--- src/rtl/swhc_pkg.sv ---
// shared types and constants for the sliding window hit counter
// no dependencies; imported by every module of the block
`timescale 1ns / 1ps

package swhc_pkg;

	localparam int WINDOW    = 300;
	localparam int TIME_W    = 32;
	localparam int COUNT_W   = 16;
	localparam int TOTAL_W   = 25;
	localparam int SLOT_W    = $clog2(WINDOW);
	localparam int MEM_W     = TIME_W + COUNT_W;
	// remainder reduction: bits of the time word consumed per cycle
	localparam int MOD_STEP  = 4;
	localparam int MOD_CYC   = TIME_W / MOD_STEP;
	localparam int MODCNT_W  = $clog2(MOD_CYC);

	localparam logic [COUNT_W-1:0] COUNT_MAX = '1;
	localparam logic [TOTAL_W-1:0] TOTAL_MAX = '1;

	typedef enum logic {
		OP_HIT   = 1'b0,
		OP_QUERY = 1'b1
	} op_t;

	typedef struct packed {
		op_t               opcode;
		logic [TIME_W-1:0] time_seconds;
		logic [SLOT_W-1:0] slot;
	} cmd_t;

	typedef struct packed {
		logic full;
		logic empty;
	} queue_stat_t;

	typedef struct packed {
		logic clearing;
	} back_stat_t;

	typedef enum logic [1:0] {
		F_IDLE,
		F_MOD,
		F_PUSH
	} front_state_t;

	typedef enum logic [2:0] {
		B_CLEAR,
		B_IDLE,
		B_HIT_RD,
		B_HIT_WR,
		B_QRY,
		B_QDRAIN
	} back_state_t;

endpackage

--- src/rtl/swhc_front.sv ---
// front end: takes commands and works out the bucket index of a hit
// depends on swhc_pkg; feeds swhc_queue
`timescale 1ns / 1ps

module swhc_front (
	input  logic                        clk,
	input  logic                        arst_n,
	input  logic                        start,
	input  logic                        opcode,
	input  logic [swhc_pkg::TIME_W-1:0] time_seconds,
	input  swhc_pkg::queue_stat_t       q_stat,
	output logic                        idle,
	output logic                        push,
	output swhc_pkg::cmd_t              push_cmd
);
	import swhc_pkg::*;

	front_state_t              state_q, state_d;
	op_t                       op_q;
	logic [TIME_W-1:0]         time_q;
	logic [TIME_W-1:0]         shift_q;
	logic [SLOT_W-1:0]         rem_q;
	logic [SLOT_W-1:0]         rem_d;
	logic [MODCNT_W-1:0]       cnt_q;
	logic                      accept;

	assign idle   = (state_q == F_IDLE);
	assign accept = idle && start;

	// restoring reduction of the time word modulo the window, MOD_STEP bits a cycle
	always_comb begin
		logic [SLOT_W:0] r;
		r = {1'b0, rem_q};
		for (int i = 0; i < MOD_STEP; i++) begin
			r = {r[SLOT_W-1:0], shift_q[TIME_W-1-i]};
			if (r >= (SLOT_W+1)'(WINDOW))
				r = r - (SLOT_W+1)'(WINDOW);
		end
		rem_d = r[SLOT_W-1:0];
	end

	always_comb begin
		state_d  = state_q;
		push     = 1'b0;
		push_cmd = '{opcode: op_q, time_seconds: time_q, slot: rem_q};
		case (state_q)
			F_IDLE: begin
				if (start)
					state_d = (op_t'(opcode) == OP_HIT) ? F_MOD : F_PUSH;
			end
			F_MOD: begin
				if (cnt_q == MODCNT_W'(MOD_CYC - 1))
					state_d = F_PUSH;
			end
			F_PUSH: begin
				if (!q_stat.full) begin
					push    = 1'b1;
					state_d = F_IDLE;
				end
			end
			default: state_d = F_IDLE;
		endcase
	end

	always_ff @(posedge clk or negedge arst_n) begin
		if (!arst_n)
			state_q <= F_IDLE;
		else
			state_q <= state_d;
	end

	always_ff @(posedge clk) begin
		if (accept) begin
			op_q    <= op_t'(opcode);
			time_q  <= time_seconds;
			shift_q <= time_seconds;
			rem_q   <= '0;
			cnt_q   <= '0;
		end else if (state_q == F_MOD) begin
			shift_q <= shift_q << MOD_STEP;
			rem_q   <= rem_d;
			cnt_q   <= cnt_q + 1'b1;
		end
	end

endmodule

--- config.mk ---
export PLATFORM = sky130hd
export DESIGN_NAME = swhc_front
export DESIGN_NICKNAME = d
export VERILOG_FILES = /design/src/rtl/swhc_pkg.sv /design/src/rtl/swhc_front.sv
export SDC_FILE = /design/constraint.sdc
export NUM_CORES = 1
export LEC_CHECK = 0
export BUFFER_PORTS_ARGS = -buffer_cell sky130_fd_sc_hd__clkbuf_2
export CAP_MARGIN = 15
export CELL_PAD_IN_SITES_DETAIL_PLACEMENT = 1
export CELL_PAD_IN_SITES_GLOBAL_PLACEMENT = 2
export CORE_ASPECT_RATIO = 1.5
export CORE_UTILIZATION = 40
export DETAILED_ROUTE_END_ITERATION = 10
export HOLD_SLACK_MARGIN = 0.05
export PLACE_DENSITY = 0.9
export SYNTH_ARGS = -nofsm -noshare
export SYNTH_HDL_FRONTEND = slang
export SYNTH_SLANG_ARGS = --single-unit
--- constraint.sdc ---
create_clock -name clk -period 11.1 [get_ports clk]
set_clock_uncertainty 0.1 [all_clocks]
set_input_delay 1.665 -clock clk [delete_from_list [all_inputs] [get_ports clk]]
set_output_delay 1.665 -clock clk [all_outputs]
set_load 0.05 [all_outputs]
==> run_results.csv, run 1 <==
group,metric,value,unit
route,drt-total-wl,11500,um
route,dr.pass1.iters,6,
sta,rsz0062_at_grt,"false",
floorplan,io_pins,82,
route,vias,3182,
cts,cts-resized-gates,0,
synthesis,synth_seq_cells,79,
final_layout,area_growth,18.8,%
route,routedWlPerCell,20.3,um
cts,numCtsBuffers,9,
synthesis,synth_top_flop_cell,"edfxtp_1",
floorplan,initial_utilization,0.417,
worst_setup_path,r2r-start,"rem_q[1]",
worst_setup_path,cp-start-kind,"flip-flop",
route,drtAntennaViolNets,0,
min_path,holdCritStartpoint,"cnt_q[2]",
sta,finalSetupTns,0,ps
sta,relSlewSlack,0.440,
synthesis,syn-num-nets,391,
global_routing,antenna_found_initial,0,
floorplan,die_w,86.4,um
run,drv_cap,0,
sta,fmaxAchievable,151,MHz
sta,tightestPinTransition,838,ps
final_layout,drive_above_1_share,0.365,
worst_setup_path,critPathMaxFanout,12,
worst_setup_path,regToRegSetupSlack,4500,ps
cts,cts.sinks,79,
floorplan,core_area,0.0102,mm2
synthesis,ys_seq_area_frac,0.525,
sta,slew_violations,0,
synthesis,synth_top_area_frac,0.457,
cts,clk_latency,330,ps
synthesis,synth_common_cells,"65 x edfxtp_1, 30 x mux2_2, 20 x nand2_1, 17 x nor2_1, 15 x a21oi_1",
global_routing,overflow,0,
synthesis,syn_inst,347,
final_layout,fin_nets,466,
sta,finalSetupViolCount,0,
synthesis,yosysWarnings,0,
sta,fin_crit,6600,ps
global_routing,grt_pass1_vias,3388,
worst_setup_path,crit_path_end_kind,"flip-flop",
global_routing,grt_pass1_wl,17900,um
cts,cts_tree,"yes",
cts,cts_setup_buffers,0,
final_layout,antennaDiodeCount,0,
final_layout,fillers,1128,
cts,cts-root-buf,"clkbuf_16",
min_path,holdPathStages,2,
worst_setup_path,crit_arrival,6730,ps
global_routing,grtUsageTotal,0.216,
cts,holdBufCountCts,0,
floorplan,fp-row-count,45,
min_path,hold_path_end,"cnt_q[2]",
sta,fin_crit_sh,0.595,
synthesis,async_reset_ff_frac,0.0253,
min_path,hold_path_class,"reg -> reg",
worst_setup_path,cp.required,11220,ps
synthesis,synth_edf_count,65,
place,place_hpwl,8360,um
route,vias_per_cell,5.60,
synthesis,synth_top_area_cell,"edfxtp_1",
worst_setup_path,worst-r2r-cell-count,23,
route,drtIter0Drc,113,
sta,hold_violations,0,
synthesis,synth_area,0.00427,mm2
synthesis,synthTopCellsByArea,"edfxtp_1 46%, mux2_2 7.9%, dfxtp_1 5.6%",
worst_setup_path,worstSetupPathType,"reg -> reg",
floorplan,die-area,0.0111,mm2
synthesis,avgSynthCellArea,12.3,um2
worst_setup_path,r2r_end,"rem_q[6]",
floorplan,fp.dieH,129,um
synthesis,synth.most_common_cell,"edfxtp_1",
place,gp_congestion,0.856,
cts,clkTransAtPathRegs,60,ps
route,drc_errors,0,
synthesis,yosys.cell_types.count,81,
outcome,status,"finished, final reports clean",
cts,htree_levels,3,
cts,clockBufferDepth,2,
global_routing,grt_max_degree,65,
place,io_buffers,80,
## stage by stage
step / std cells / cell area, um2 / hold slack (ps) / utilization / setup slack (ps)
finish: 568 / 5070 / 377 / 0.495 / 4500
global route: 568 / 5070 / 429 / 0.495 / 4150
CTS: 568 / 5070 / 382 / 0.495 / 4530
detailed placement: 552 / 4750 / 367 / 0.464 / 4540
global placement: 552 / 4750 / 350 / 0.464 / 4700
floorplan: 347 / 4270 / 340 / - / 5250
## cell type report
class	count	area, um2	share of cell area
sequential	79	2240	0.442
multi-input combinational	240	1880	0.371
clock inverter	7	95.1	0.0187
timing repair buffer	82	415	0.0819
clock buffer	9	225	0.0444
tap	141	176	0.0348
inverter	10	37.5	0.00740
## layer usage
metal	vias up	GRT usage	part of all wire	wire, um
met2	74	0.412	0.57	6550
met4	0	0.0912	0.025	290
met3	24	0.0398	0.033	385
li1	1508	-	-	-
met1	1576	0.227	0.37	4310
met5	-	0	0	0
## state kept, by name, summed over array words and instances (netlist names)
signal,count
rem_q,9
state_q,2
cnt_q,3
shift_q,32
op_q,1
time_q,32
## cell families (layout without fill, tap and decap cells)
family	Yosys count	count (layout)	synth area share
AOI/OAI and AO/OA	91	91	0.176
xor gates and xnor gates	12	12	0.0299
muxes	36	36	0.0947
buffers and inverters	28	108	0.0346
and+or+nand+nor	95	95	0.122
adders and majority gates	6	6	0.0176
DFF	79	79	0.525
## worst max-delay path, cell delays in order (launching register included)
cell      delay [ps]
dfxtp_1          620
ha_1             440
o211a_4          240
nor3_4            60
xnor2_1          150
ha_1             280
nor2_1           180
o41ai_1          100
mux2_4           310
a211oi_2         400
or2_1            390
xnor2_2          210
inv_2            110
ha_1             260
o211ai_2         320
a21oi_2          180
or3_1            360
and2_1           190
ha_1             210
a211o_1          280
a32oi_2          300
o211ai_2         280
a31o_1           290
a32o_1           250
## layout by cell type, fill, tap and decap left out, types with 5 or more instances in the layout
cell type,n
o21ai_0,10
o31ai_1,5
a21oi_1,15
nand4_1,5
nand3_1,8
ha_1,6
dfxtp_1,12
a31oi_1,5
xnor2_1,8
edfxtp_1,65
clkbuf_2,80
clkbuf_16,9
nand2_1,20
mux2_2,30
inv_1,8
nor2_1,17
and3_1,6
## how the worst max path moves through the flow
stage	start	endpoint	slack (ps)	cells after the start
finish	rem_q[1]	rem_q[6]	4500	23
global route	rem_q[1]	rem_q[6]	4150	24
CTS	rem_q[1]	rem_q[6]	4530	23
detailed placement	rem_q[1]	rem_q[6]	4540	23
global placement	rem_q[1]	rem_q[6]	4700	23
floorplan	rem_q[2]	rem_q[5]	5250	25
Power of run 1 is left out: the tool's default activity adds up to more than one toggle a clock period on the data nets, which glitch-free logic cannot reach.
==> inputs of run 2 (changes only) <==
--- a/config.mk
+++ b/config.mk
@@ -10,10 +10,10 @@
 export CELL_PAD_IN_SITES_DETAIL_PLACEMENT = 1
 export CELL_PAD_IN_SITES_GLOBAL_PLACEMENT = 2
 export CORE_ASPECT_RATIO = 1.5
-export CORE_UTILIZATION = 40
+export CORE_UTILIZATION = 33
 export DETAILED_ROUTE_END_ITERATION = 10
 export HOLD_SLACK_MARGIN = 0.05
-export PLACE_DENSITY = 0.9
+export PLACE_DENSITY = 0.8
 export SYNTH_ARGS = -nofsm -noshare
 export SYNTH_HDL_FRONTEND = slang
 export SYNTH_SLANG_ARGS = --single-unit
==> constraint.sdc (replaced) <==
create_clock -name clk -period 5.6 [get_ports clk]
set_clock_uncertainty 0.1 [all_clocks]
set_input_delay 0.84 -clock clk [delete_from_list [all_inputs] [get_ports clk]]
set_output_delay 0.84 -clock clk [all_outputs]
set_load 0.05 [all_outputs]
==> run 2 against run 1 <==
Against the previous run:
- critical path depth rose by 1
- fmax rose by 23%
- design area rose by 4.0%
- via count rose by 2.2%
- wire length fell by 1.8%
- die area rose by 21%
- non-clock buffer count rose by 19
- critical path type unchanged
==> run_results.csv, run 2 (same netlist as run 1, synthesis figures left out) <==
group,metric,value,unit
cts,numCtsBuffers,9,
cts,cts-root-buf,"clkbuf_16",
global_routing,grt_pass1_vias,3506,
worst_setup_path,r2r_end,"rem_q[7]",
route,drt-total-wl,11300,um
worst_setup_path,cp.required,5760,ps
route,dr.pass1.iters,4,
final_layout,layout_common_cells,"80 x clkbuf_2, 65 x edfxtp_1, 30 x mux2_2",
floorplan,core_area,0.0126,mm2
final_layout,stdcell_count,602,
worst_setup_path,critPathMaxFanout,8,
global_routing,grt_pass1_wl,17800,um
global_routing,grtUsageTotal,0.177,
sta,setup_ws,225,ps
worst_setup_path,regToRegSetupSlack,230,ps
run,drv_cap,0,
floorplan,fp.dieH,141,um
final_layout,multiInputGateArea,0.00191,mm2
route,vias_per_cell,5.40,
worst_setup_path,crit_path_end_kind,"flip-flop",
worst_setup_path,cp-start-kind,"flip-flop",
sta,fin_crit_sh,0.960,
cts,clkTransAtPathRegs,60,ps
route,vias,3253,
place,place_hpwl,8440,um
global_routing,overflow,0,
worst_setup_path,max_stage_delay,370,ps
floorplan,die-area,0.0134,mm2
cts,clockBufferDepth,2,
route,drtAntennaViolNets,0,
sta,hold_violations,0,
route,routedWlPerCell,18.8,um
cts,cts.sinks,79,
final_layout,final_common_cell,"clkbuf_2",
worst_setup_path,slowest_stage,"or3_1",
cts,htree_levels,3,
outcome,status,"finished, final reports clean",
place,io_buffers,80,
sta,fin_crit,5370,ps
sta,relSlewSlack,0.490,
sta,fmaxAchievable,186,MHz
sta,tightestPinTransition,763,ps
worst_setup_path,crit_chain,"ha_2, o211a_4, nor3_4, xnor2_1, ha_1, nor2_1, o41ai_1, mux2_4, a211oi_2, or2_4, xnor2_2, inv_2, ha_1, o211ai_2, a21oi_2, or3_1, and2_1, ha_1, a211o_1, a32oi_4, o211ai_4, buf_4, and4_1, o31ai_2",
place,pre_cts_ws,82.0,ps
worst_setup_path,crit_top_cell,"ha_1",
final_layout,fillers,1337,
sta,finalSetupViolCount,0,
route,drc_errors,0,
worst_setup_path,r2r-start,"rem_q[1]",
place,dp_cells,584,
final_layout,fin_nets,485,
final_layout,antennaDiodeCount,0,
final_layout,area_growth,23.5,%
final_layout,regArea,0.00224,mm2
final_layout,drive_above_1_share,0.401,
min_path,hold_path_class,"in -> async",
route,drtIter0Drc,155,
worst_setup_path,worst-r2r-cell-count,24,
cts,clk_latency,340,ps
cts,cts_tree,"yes",
floorplan,initial_utilization,0.340,
global_routing,grt_max_degree,38,
floorplan,die_w,94.9,um
floorplan,fp-row-count,50,
final_layout,reg.largest.list,"shift_q x32, time_q x32, rem_q x9",
place,gp_congestion,0.857,
worst_setup_path,worstSetupPathType,"reg -> reg",
worst_setup_path,crit_arrival,5530,ps
sta,slew_violations,0,
global_routing,antenna_found_initial,0,
floorplan,io_pins,82,
==> run 2: area by class of cell <==
type | instances | share of cell area
clock inverter | 6 | 0.0173
tap | 156 | 0.0370
timing repair buffer | 101 | 0.108
inverter | 10 | 0.00712
sequential | 79 | 0.426
multi-input combinational | 240 | 0.361
clock buffer | 10 | 0.0434
==> run 2: metrics by stage <==
step	hold WS, ps	utilization	instance area (um2)	TNS [ps]
after global routing	173	0.419	5270	-0.948
after global placement	350	0.390	4900	0
after detailed placement	370	0.390	4900	0
after floorplan	340	-	4270	0
final	181	0.419	5270	0
after CTS	171	0.415	5220	0
==> run 2: metal layers <==
metal | share of wire | global-route usage
met1 | 0.37 | 0.190
met2 | 0.55 | 0.318
met3 | 0.051 | 0.0482
met4 | 0.026 | 0.0781
met5 | 0 | 0
==> run 2: worst max path at each step <==
stage	to	cells after the start	start	slack [ps]
finish	rem_q[7]	24	rem_q[1]	230
global route	rem_q[7]	24	rem_q[1]	-0.9
CTS	rem_q[6]	23	rem_q[1]	50
detailed placement	rem_q[6]	23	rem_q[1]	80
global placement	rem_q[6]	23	rem_q[1]	280
floorplan	rem_q[5]	25	rem_q[6]	3
==> run 2: what timing repair did <==
action,in CTS,in global routing
buffers inserted,0,2
setup endpoints to repair,0,6
hold buffers,0,0
hold endpoints to repair,0,0
gates resized for setup,0,3
==> run 2: worst max-delay path, delay by kind of cell (launching register included) <==
kind | cells | cell delay [ps]
muxes | 1 | 300
DFF | 1 | 320
adders and majority gates | 4 | 880
AOI/OAI and AO/OA | 9 | 1860
xor gates and xnor gates | 2 | 260
and+or+nand+nor | 6 | 1330
buffers and inverters | 2 | 240
Power of run 2 is left out for the same reason.
