--- config.mk ---
export PLATFORM = sky130hd
export DESIGN_NAME = swhc_queue
export DESIGN_NICKNAME = d
export VERILOG_FILES = /design/src/rtl/swhc_pkg.sv /design/src/rtl/swhc_queue.sv
export SDC_FILE = /design/constraint.sdc
export NUM_CORES = 1
export LEC_CHECK = 0
export BUFFER_PORTS_ARGS = -buffer_cell sky130_fd_sc_hd__buf_2
export CORE_ASPECT_RATIO = 0.8
export CORE_UTILIZATION = 40
export DETAILED_ROUTE_END_ITERATION = 8
export PLACE_DENSITY = 0.69
export REMOVE_ABC_BUFFERS = 1
export SYNTH_ARGS = -nofsm -noshare
export SYNTH_HDL_FRONTEND = slang
export SYNTH_SLANG_ARGS = --single-unit
--- constraint.sdc ---
create_clock -name clk -period 9.05 [get_ports clk]
set_clock_uncertainty 0.2 [all_clocks]
set_input_delay 1.81 -clock clk [delete_from_list [all_inputs] [get_ports clk]]
set_output_delay 1.81 -clock clk [all_outputs]
set_load 0.05 [all_outputs]
--- src/rtl/swhc_pkg.sv ---
// shared types and constants for the sliding window hit counter
// no dependencies; imported by every module of the block
`timescale 1ns / 1ps

package swhc_pkg;

	localparam int WINDOW    = 300;
	localparam int TIME_W    = 32;
	localparam int COUNT_W   = 16;
	localparam int TOTAL_W   = 25;
	localparam int SLOT_W    = $clog2(WINDOW);
	localparam int MEM_W     = TIME_W + COUNT_W;
	// remainder reduction: bits of the time word consumed per cycle
	localparam int MOD_STEP  = 4;
	localparam int MOD_CYC   = TIME_W / MOD_STEP;
	localparam int MODCNT_W  = $clog2(MOD_CYC);

	localparam logic [COUNT_W-1:0] COUNT_MAX = '1;
	localparam logic [TOTAL_W-1:0] TOTAL_MAX = '1;

	typedef enum logic {
		OP_HIT   = 1'b0,
		OP_QUERY = 1'b1
	} op_t;

	typedef struct packed {
		op_t               opcode;
		logic [TIME_W-1:0] time_seconds;
		logic [SLOT_W-1:0] slot;
	} cmd_t;

	typedef struct packed {
		logic full;
		logic empty;
	} queue_stat_t;

	typedef struct packed {
		logic clearing;
	} back_stat_t;

	typedef enum logic [1:0] {
		F_IDLE,
		F_MOD,
		F_PUSH
	} front_state_t;

	typedef enum logic [2:0] {
		B_CLEAR,
		B_IDLE,
		B_HIT_RD,
		B_HIT_WR,
		B_QRY,
		B_QDRAIN
	} back_state_t;

endpackage

--- src/rtl/swhc_queue.sv ---
// two-entry command queue between front and back
// depends on swhc_pkg
`timescale 1ns / 1ps

module swhc_queue (
	input  logic                  clk,
	input  logic                  arst_n,
	input  logic                  push,
	input  swhc_pkg::cmd_t        push_cmd,
	input  logic                  pop,
	output swhc_pkg::cmd_t        pop_cmd,
	output swhc_pkg::queue_stat_t q_stat
);
	import swhc_pkg::*;

	cmd_t       entry_q [2];
	logic       wr_ptr_q;
	logic       rd_ptr_q;
	logic [1:0] count_q;

	assign pop_cmd      = entry_q[rd_ptr_q];
	assign q_stat.full  = (count_q == 2'd2);
	assign q_stat.empty = (count_q == 2'd0);

	always_ff @(posedge clk or negedge arst_n) begin
		if (!arst_n) begin
			wr_ptr_q <= 1'b0;
			rd_ptr_q <= 1'b0;
			count_q  <= 2'd0;
		end else begin
			if (push)
				wr_ptr_q <= ~wr_ptr_q;
			if (pop)
				rd_ptr_q <= ~rd_ptr_q;
			if (push && !pop)
				count_q <= count_q + 2'd1;
			else if (pop && !push)
				count_q <= count_q - 2'd1;
		end
	end

	always_ff @(posedge clk) begin
		if (push)
			entry_q[wr_ptr_q] <= push_cmd;
	end

endmodule

==> results of run 1 <==
==> critical path: stages, from the launching register on <==
cell and delay (ps):
dfrtp_2 340, buf_4 640, mux2_2 410, buf_2 210
==> area by class of cell <==
| cell class | count | area, um^2 | area share |
|---|---|---|---|
| clock buffers | 11 | 131 | 0.0313 |
| clock inverters | 5 | 129 | 0.0307 |
| inverters | 1 | 3.75 | 0.000895 |
| multi-input cells | 53 | 711 | 0.169 |
| flip-flops and latches | 88 | 2620 | 0.626 |
| well taps | 108 | 135 | 0.0322 |
| repair buffers | 91 | 460 | 0.110 |
==> per-stage QoR <==
step	hold slack, ps	cells
final	300	357
after global routing	345	357
after CTS	301	357
after detailed placement	282	341
after global placement	271	341
after floorplan	255	142
==> registers in the layout, indices dropped and copies added, names as in the netlist <==
| name | flops |
|---|---|
| entry_q | 84 |
| wr_ptr_q | 1 |
| count_q | 2 |
| rd_ptr_q | 1 |
==> kinds of logic (layout without fill, tap and decap cells) <==
family,Yosys count,count (layout),synth area share
muxes,42,42,0.181
and+or+nand+nor,5,5,0.00769
xor gates and xnor gates,5,5,0.0128
adders and majority gates,1,1,0.00366
buffers and inverters,6,108,0.0278
DFF,88,88,0.767
==> Yosys cell counts <==
master / instances
and2_1: 1
buf_12: 4
buf_6: 1
dfrtp_1: 4
edfxtp_1: 84
ha_1: 1
inv_1: 1
mux2_2: 3
mux2_4: 39
nor2_1: 2
nor2b_1: 2
xnor2_1: 1
xor2_1: 4
==> worst min path at each step <==
stage / to
2_1_floorplan: wr_ptr_q$_DFFE_PN0P_
3_3_place_gp: count_q[1]$_DFFE_PN0P_
3_5_place_dp: count_q[1]$_DFFE_PN0P_
4_1_cts: count_q[1]$_DFFE_PN0P_
5_1_grt: count_q[1]$_DFFE_PN0P_
6_report: count_q[1]$_DFFE_PN0P_
==> layer usage <==
layer	wire length, um	vias up	part of all wire	global-route usage
li1	-	762	-	-
met1	2480	800	0.45	0.163
met2	2500	76	0.46	0.197
met3	431	9	0.079	0.0520
met4	66	0	0.012	0.0512
met5	0	-	0	0
==> report_power, final <==
group          switching (mW)  internal (mW)
logic                   0.455          0.209
clock network           0.129          0.212
registers              0.0239          0.543
==> results.md, run 1 <==
- CTS sink cnt: 88
- Synth area leaders: edfxtp_1, mux2_4, dfrtp_1
- Least-Margin Pin Slew: 1050 ps
- Overall power: 1.57 mW
- Worst Setup EP: pop_cmd[35]
- Nets@finish: 291
- Pre-CTS WS: 5440 ps
- R2r setup slk: 7160 ps
- Worst Path Max Fanout: 43
- Worst Setup End Kind: output port
- Max-Cap Viols: 0
- Final setup margin: 5100 ps
- DR vias/cell: 4.61
- Worst hold stages: 1
- Synthesized flop and latch total: 88
- Post-route cell area: 0.00419 mm^2
- Post-DRT Antenna Nets: 0
- Area delta synth->final: 22.6%
- Global-route wire length before repair: 8.46 mm
- Post-CTS sizing: 0
- Max Freq: 253 MHz
- CTS Buf Count: 9
- Sequential area share after synthesis: 0.767
- Clock transition at the registers of the reported paths: 80 ps
- Cells after synthesis: 147
- IO Port Bufs: 89
- CTS tree: built
- Clock H-tree levels: 3
- CTS Hold Buffers Added: 0
- Total Routed Length: 5.48 mm
- Hold path startpoint: count_q[1]$_DFFE_PN0P_
- CP arrival: 1940 ps
- Commonest non-fill, non-tap cell in the layout: buf_2
- Post-route setup TNS: 0 ps
- Grt ovf: 0
- Commonest non-fill, non-tap cells in the layout: buf_2, edfxtp_1, mux2_4
- Post-placement cell area: 0.00393 mm^2
- Placer congestion estimate: 0.636
- Die ar.: 0.00893 mm^2
- Initial Util: 0.423
- Synth top area share: 0.738
- Reg2reg start: wr_ptr_q$_DFFE_PN0P_
- Worst skew pair latency: 330 ps
- Pin count of the biggest net entering global routing: 44
- Initial antenna violation count: 0
- Chip Width: 105 um
- Post-layout util: 0.518
- Peak supply drop: 198 uV
- GRT Total Usage: 0.128
- Setup bufs post-CTS: 0
- Site Rows: 29
- Share of layout cells above drive strength 1: 0.602
- Final Hold Fails: 0
- Leak Pwr: 1.71 nW
- Core area: 0.00809 mm^2
- Unrepaired setup endpoints after global routing: false
- Crit Path Class: reg2out
- CP startpoint kind: register
- Status: completed
- Setup violations, final: 0
- Synth area leader: edfxtp_1
- Mean Syn Cell Area: 23.3 um^2
- Fill count: 663
- Detailed-router iteration count before antenna repair: 4
- Reg2reg end: entry_q[1][19]$_DFFE_PP_
- Fin. max-slew vios: 0
- Synthesized area: 0.00342 mm^2
- Start point of the critical path: rd_ptr_q$_DFFE_PN0P_
- R2r worst-path depth: 1
- WL per Instance: 15.3 um
- Drt first-iter violations: 37
- Vias: 1647
- Die H: 84.7 um
- Diode count: 0
- Pwr per Cell Area: 375 mW/mm^2
- Worst endpoint required time: 7040 ps
- Worst slew margin: 0.301
- Cell variety after synth: 13
- Vias in the first global route: 1731
- DRC viols: 0
- Ys Warns: 0
- HP Class: reg2reg
- Tcrit/Tclk final: 0.437
- I/O pin cnt: 90
- Final Critical Period: 3950 ps
- Clock Path Buffers: 2
- Root buf cell: clkbuf_8
No activity file was read; power rests on OpenSTA's default activity.
==> run 2, diff against run 1 <==
- ABC_AREA: default -> 1
- PLACE_DENSITY: 0.69 -> 0.72
- clock period: 9.05 -> 3.5 ns (I/O delays scaled with it)
==> run 2 against run 1 <==
Worst setup slack worse by 4500 ps. Utilization decreased by 0.35 points. Clock power increased by 96%. Design area decreased by 0.24%. Routed wire length shrank 2.6%. Critical path type unchanged. Largest cell class unchanged. Highest routed layer unchanged.
==> results.md, run 2 <==
- Peak supply drop: 409 uV (+110%)
- Final Critical Period: 2880 ps
- Total Routed Length: 5.33 mm (-2.6%)
- Overall power: 3.87 mW (+150%)
- DR vias/cell: 4.56 (-1.2%)
- Cell variety after synth: 14 (+1)
- Max-Cap Viols: 0 (unchanged)
- Synth area leaders: edfxtp_1, mux2_4, dfrtp_1
- WHS Endpoint: count_q[1]$_DFFE_PN0P_
- CTS Buf Count: 9 (unchanged)
- Pin count of the biggest net entering global routing: 43 (-2.3%)
- Initial antenna violation count: 0 (unchanged)
- Worst skew pair latency: 340 ps (about the same)
- Max Freq: 347 MHz
- CTS sink cnt: 88 (unchanged)
- Top flop regs: entry_q x84, count_q x2
- Reg area: 0.00262 mm^2 (unchanged)
- Leak Pwr: 1.71 nW (+0.47%)
- Pwr per Cell Area: 924 mW/mm^2 (+150%)
- Share of layout cells above drive strength 1: 0.583 (-0.0194)
- Initial Util: 0.423 (+0.000576)
- Synth area leader: edfxtp_1
- Clock H-tree levels: 3 (unchanged)
- R2r setup slk: 1710 ps (-5450 ps)
- CTS tree: built
- Nets@finish: 301 (+3.4%)
- # placed instances: 350 (+2.6%)
- Setup bufs post-CTS: 0 (unchanged)
- Commonest non-fill, non-tap cell in the layout: buf_2
- Least-Margin Pin Slew: 941 ps (-108 ps)
- Drt first-iter violations: 40 (+8.1%)
- Synthesized flop and latch total: 88 (unchanged)
- Commonest non-fill, non-tap cells in the layout: buf_2, edfxtp_1, mux2_4
- Top reg by flops: entry_q
- Non-Filler Instances: 367 (+2.8%)
- Setup violations, final: 0 (unchanged)
- Multi-input logic area: 707 um^2 (-0.53%)
- Post-DRT Antenna Nets: 0 (unchanged)
- Die H: 84.9 um (+0.28%)
- WL per Instance: 14.5 um (-5.3%)
- IO Port Bufs: 89 (unchanged)
- Ys Warns: 0 (unchanged)
- CP arrival: 1980 ps (+40 ps)
- Placer congestion estimate: 0.674 (+6.0%)
- Top-count cell post-synth: edfxtp_1
- Crit Path Class: reg2out
- Post-route setup TNS: 0 ps (unchanged)
- Area delta synth->final: 21.6%
- Vias in the first global route: 1721 (-0.58%)
- Synth top area share: 0.733 (-0.00429)
- Sequential area share after synthesis: 0.762 (-0.00446)
- Die ar.: 0.00898 mm^2 (+0.57%)
- Status: completed
- Core area: 0.00813 mm^2 (+0.45%)
- Clock transition at the registers of the reported paths: 80 ps (about the same)
- FFs w/ async S/R, synth: 0.0455 (unchanged)
- Predominant post-synthesis flop cell: edfxtp_1
- Fill count: 699 (+5.4%)
- CP startpoint kind: register
- Worst slew margin: 0.372 (+0.0712)
- Worst hold stages: 2 (+1)
- Global-route wire length before repair: 8.07 mm (-4.6%)
- Clock Path Buffers: 2 (unchanged)
- Grt ovf: 0 (unchanged)
- Start point of the critical path: rd_ptr_q$_DFFE_PN0P_
- Synth top cells by count: edfxtp_1, mux2_4, inv_1
- Post-synth EDFFs: 84 (unchanged)
- Synthesized area: 0.00344 mm^2 (+0.59%)
- Hold path startpoint: count_q[1]$_DFFE_PN0P_
- Tcrit/Tclk final: 0.824
- Unrepaired setup endpoints after global routing: false
- HP Class: reg2reg
- Diode count: 0 (unchanged)
- DRC viols: 0 (unchanged)
- Root buf cell: clkbuf_8
- Detailed-router iteration count before antenna repair: 4 (unchanged)
- R2r worst-path depth: 2 (+1)
- Chip Width: 106 um (+0.28%)
- Site Rows: 29 (unchanged)
- Reg2reg start: wr_ptr_q$_DFFE_PN0P_
- Cells after synthesis: 156 (+6.1%)
- Worst endpoint required time: 2600 ps (-4440 ps)
- I/O pin cnt: 90 (unchanged)
- Final Hold Fails: 0 (unchanged)
- Worst Path Max Fanout: 25 (-42%)
- GRT Total Usage: 0.124 (-0.00474)
- Fin. max-slew vios: 0 (unchanged)
- Worst Setup End Kind: output port
- Reg2reg end: entry_q[1][34]$_DFFE_PP_
- Mean Syn Cell Area: 22.0 um^2 (-5.2%)
- Max FFs per register: 84 (unchanged)
- Vias: 1673 (+1.6%)
-- run 2: layer usage --
metal	vias to the layer above	track usage	wire length [um]
met3	5	0.0637	439
li1	789	-	-
met5	-	0	0
met4	0	0.0303	31
met1	815	0.135	2160
met2	64	0.214	2700
-- run 2: worst max path at each step --
stage	to	depth (start not counted)
4_1_cts	pop_cmd[39]	3
3_3_place_gp	pop_cmd[39]	3
5_1_grt	pop_cmd[39]	3
6_report	pop_cmd[39]	3
3_5_place_dp	pop_cmd[39]	3
2_1_floorplan	entry_q[0][0]$_DFFE_PP_	2
-- run 2: layout make-up --
class	count	area share
clock buffer	9	0.0296
multi-input combinational	56	0.169
tap	108	0.0323
sequential	88	0.627
inverter	7	0.00628
clock inverter	7	0.0173
timing repair buffer	92	0.118
-- run 2: power breakdown --
part	total, mW	leakage [nW]	switching (mW)	internal, mW
sequential	1.52	0.834	0.120	1.40
clock	0.667	0.0968	0.338	0.329
combinational	1.68	0.783	1.12	0.555
-- run 2: critical path, stage by stage (launching register included) --
cell and delay, ps:
dfrtp_2 770, buf_12 300, mux2_2 350, buf_2 210
-- run 2: logic make-up after synthesis --
logic type	after synthesis	synth area share
flops	88	0.762
xor+xnor	3	0.00764
fa+ha+maj	1	0.00364
simple gates	10	0.0120
buf+inv	12	0.0342
mux	42	0.180
-- run 2: timing repair --
item / in CTS / in global routing
endpoints found under the hold margin: 4 / 0
hold buffers: 1 / 0
gates resized for setup: 0 / 0
-- run 2: per-stage QoR --
| stage | setup WS (ps) | hold WS, ps | instance area (um^2) | util |
|---|---|---|---|---|
| 3_5_place_dp | 954 | 309 | 3980 | 0.489 |
| 6_report | 615 | 327 | 4180 | 0.515 |
| 5_1_grt | 516 | 316 | 4180 | 0.515 |
| 2_1_floorplan | 351 | 204 | 3350 | - |
| 3_3_place_gp | 970 | 279 | 3980 | 0.489 |
| 4_1_cts | 564 | 316 | 4180 | 0.515 |
==> run 3, diff against run 2 <==
- ABC_AREA: 1 -> 0
- clock period: 3.5 -> 2.4 ns (I/O delays scaled with it)
==> run 3 against run 2 <==
Design area about the same. Highest routed layer unchanged. Largest cell class unchanged. Via count decreased by 1.3%. Utilization increased by 0.20 points. Combinational power increased by 52%. Die area decreased by 0.57%. Worst setup slack got worse by 430 ps. Critical path depth unchanged. Global-route usage increased by 0.38 points.
==> results.md, run 3 (synthesis gave the netlist of run 1 again) <==
- Leak Pwr: 1.70 nW (-1.0%)
- Post-CTS sizing: 0 (unchanged)
- R2r worst-path depth: 2 (unchanged)
- Clock share of power: 0.161 (-0.012)
- Reg power frac: 0.382 (-0.011)
- # placed instances: 345 (-1.4%)
- Detailed-placement wirelength estimate: 3.77 mm
- Final setup margin: 187 ps (-428 ps)
- CP peak stage delay: 420 ps (-350 ps)
- Max FFs per register: 84 (unchanged)
- Unrepaired setup endpoints after global routing: false
- M3 GR Usage: 0.0660 (+0.00225)
- Worst hold slack: 117 ps (-211 ps)
- Worst hold stages: 1 (-1)
- Commonest non-fill, non-tap cells in the layout: buf_2, edfxtp_1, mux2_4
- Cell family with most CP delay: flip-flops
- Commonest non-fill, non-tap cell in the layout: buf_2
- Internal: 3.30 mW (+44%)
- CP arrival: 1530 ps (-450 ps)
- Initial antenna violation count: 0 (unchanged)
- Placer congestion estimate: 0.700 (+3.8%)
- Critical Path Stages: 3 (unchanged)
- Drt first-iter violations: 55 (+38%)
- Setup bufs post-CTS: 0 (unchanged)
- Crit path buf inv count: 2 (unchanged)
- Worst endpoint required time: 1720 ps (-880 ps)
- Pre-CTS WS: 543 ps (-412 ps)
- Fill count: 677 (-3.1%)
- Root buf cell: clkbuf_8
- Detailed-router iteration count before antenna repair: 4 (unchanged)
- Post-layout util: 0.517 (+0.00200)
- NetSw: 2.32 mW (+47%)
- Nets@finish: 296 (-1.7%)
- Non-Filler Instances: 362 (-1.4%)
- Diode count: 0 (unchanged)
- Met2 Track Usage GR: 0.206 (-0.00816)
- Slowest cell on crit path: dfrtp_2
- Area delta synth->final: 22.3%
- Vias: 1652 (-1.3%)
- Max Freq: 452 MHz
- Worst Setup End Kind: output port
- Final Critical Period: 2210 ps
- Logic gate share of total power: 0.457 (+0.023)
- Core area: 0.00809 mm^2 (-0.45%)
- Net Sw Frac: 0.413 (+0.00428)
- CTS Buf Count: 9 (unchanged)
- Tcrit/Tclk final: 0.922
- Final Hold Fails: 0 (unchanged)
- Die ar.: 0.00893 mm^2 (-0.57%)
- Max-Cap Viols: 0 (unchanged)
- Overall power: 5.62 mW (+45%)
- Chip Width: 105 um (-0.28%)
- IO Port Bufs: 89 (unchanged)
- Worst Path Max Fanout: 21 (-16%)
- Site Rows: 29 (unchanged)
- DRC viols: 0 (unchanged)
- Crit-path cells: buf_12 > mux2_2 > buf_2
- Clock Path Buffers: 2 (unchanged)
- Clock H-tree levels: 3 (unchanged)
- Grt ovf: 0 (unchanged)
- CTS tree: built
- Fin. max-slew vios: 0 (unchanged)
- CTS sink cnt: 88 (unchanged)
- Global-route wire length before repair: 8.38 mm (+3.8%)
- Post-route setup TNS: 0 ps (unchanged)
- Vias in the first global route: 1741 (+1.2%)
- Crit Path Class: reg2out
- Worst slew margin: 0.796 (+0.425)
- Peak supply drop: 657 uV (+61%)
- Post-route cell area: 0.00418 mm^2 (about the same)
- Die H: 84.7 um (-0.28%)
- GRT Total Usage: 0.128 (+0.00383)
- Met1 GRT Util: 0.154 (+0.0183)
- Initial Util: 0.423 (-0.000576)
- Status: completed
- HP Class: in2reg
- Post-placement cell area: 0.00399 mm^2 (+0.28%)
- Top flop regs: entry_q x84, count_q x2
- Total Routed Length: 5.53 mm (+3.6%)
- Post-DRT Antenna Nets: 0 (unchanged)
- Share of layout cells above drive strength 1: 0.614 (+0.0312)
- CP startpoint kind: register
- Least-Margin Pin Slew: 305 ps (-636 ps)
- I/O pin cnt: 90 (unchanged)
- CTS Hold Buffers Added: 1 (unchanged)
- Pin count of the biggest net entering global routing: 23 (-47%)
- Grt peak-use layer: met2
- Top reg by flops: entry_q
- Setup violations, final: 0 (unchanged)
- Pwr per Cell Area: 1340 mW/mm^2 (+45%)
- DR vias/cell: 4.56 (+0.11%)
- Clock transition at the registers of the reported paths: 80 ps (about the same)
- WL per Instance: 15.3 um (+5.0%)
- Worst skew pair latency: 340 ps (about the same)
run 3: changes by cell type in the layout (fill, tap and decap cells not counted), sizes merged, moves of 2 or more:
cell,delta
nor2b,+2
xor2,+2
clkinvlp,+2
clkinv,-2
inv,-6
nand2,-5
buf,+4
run 3: path summary, 6_finish.rpt:
path / slack (ps) / endpoint / startpoint
max: 190 / pop_cmd[39] / rd_ptr_q$_DFFE_PN0P_
min reg2reg: 300 / count_q[1]$_DFFE_PN0P_ / count_q[1]$_DFFE_PN0P_
min in group asynchronous: 280 / count_q[0]$_DFFE_PN0P_ / arst_n
max in group asynchronous: 1580 / rd_ptr_q$_DFFE_PN0P_ / arst_n
min: 120 / entry_q[1][12]$_DFFE_PP_ / push_cmd[12]
max reg2reg: 980 / entry_q[1][40]$_DFFE_PP_ / wr_ptr_q$_DFFE_PN0P_
run 3: routing by layer:
| layer | vias up | wire length [um] | part of all wire |
|---|---|---|---|
| li1 | 771 | - | - |
| met5 | - | 0 | 0 |
| met4 | 0 | 27 | 0.0049 |
| met2 | 71 | 2650 | 0.48 |
| met3 | 4 | 418 | 0.076 |
| met1 | 806 | 2430 | 0.44 |
run 3: power by group through the flow:
stage | sequential [mW] | combinational (mW) | clock, mW
floorplan | 2.30 | 1.94 | 0
global route | 2.17 | 2.68 | 0.996
finish | 2.15 | 2.56 | 0.907
global placement | 2.17 | 2.58 | 0
detailed placement | 2.19 | 2.59 | 0
CTS | 2.15 | 2.60 | 0.942
run 3: area by class of cell:
cell class | instances | area (um^2) | area share
clock inverters | 6 | 45.0 | 0.0108
repair buffers | 96 | 526 | 0.126
inverters | 1 | 3.75 | 0.000898
clock buffers | 10 | 138 | 0.0329
flip-flops and latches | 88 | 2620 | 0.627
well taps | 108 | 135 | 0.0323
multi-input cells | 53 | 711 | 0.170
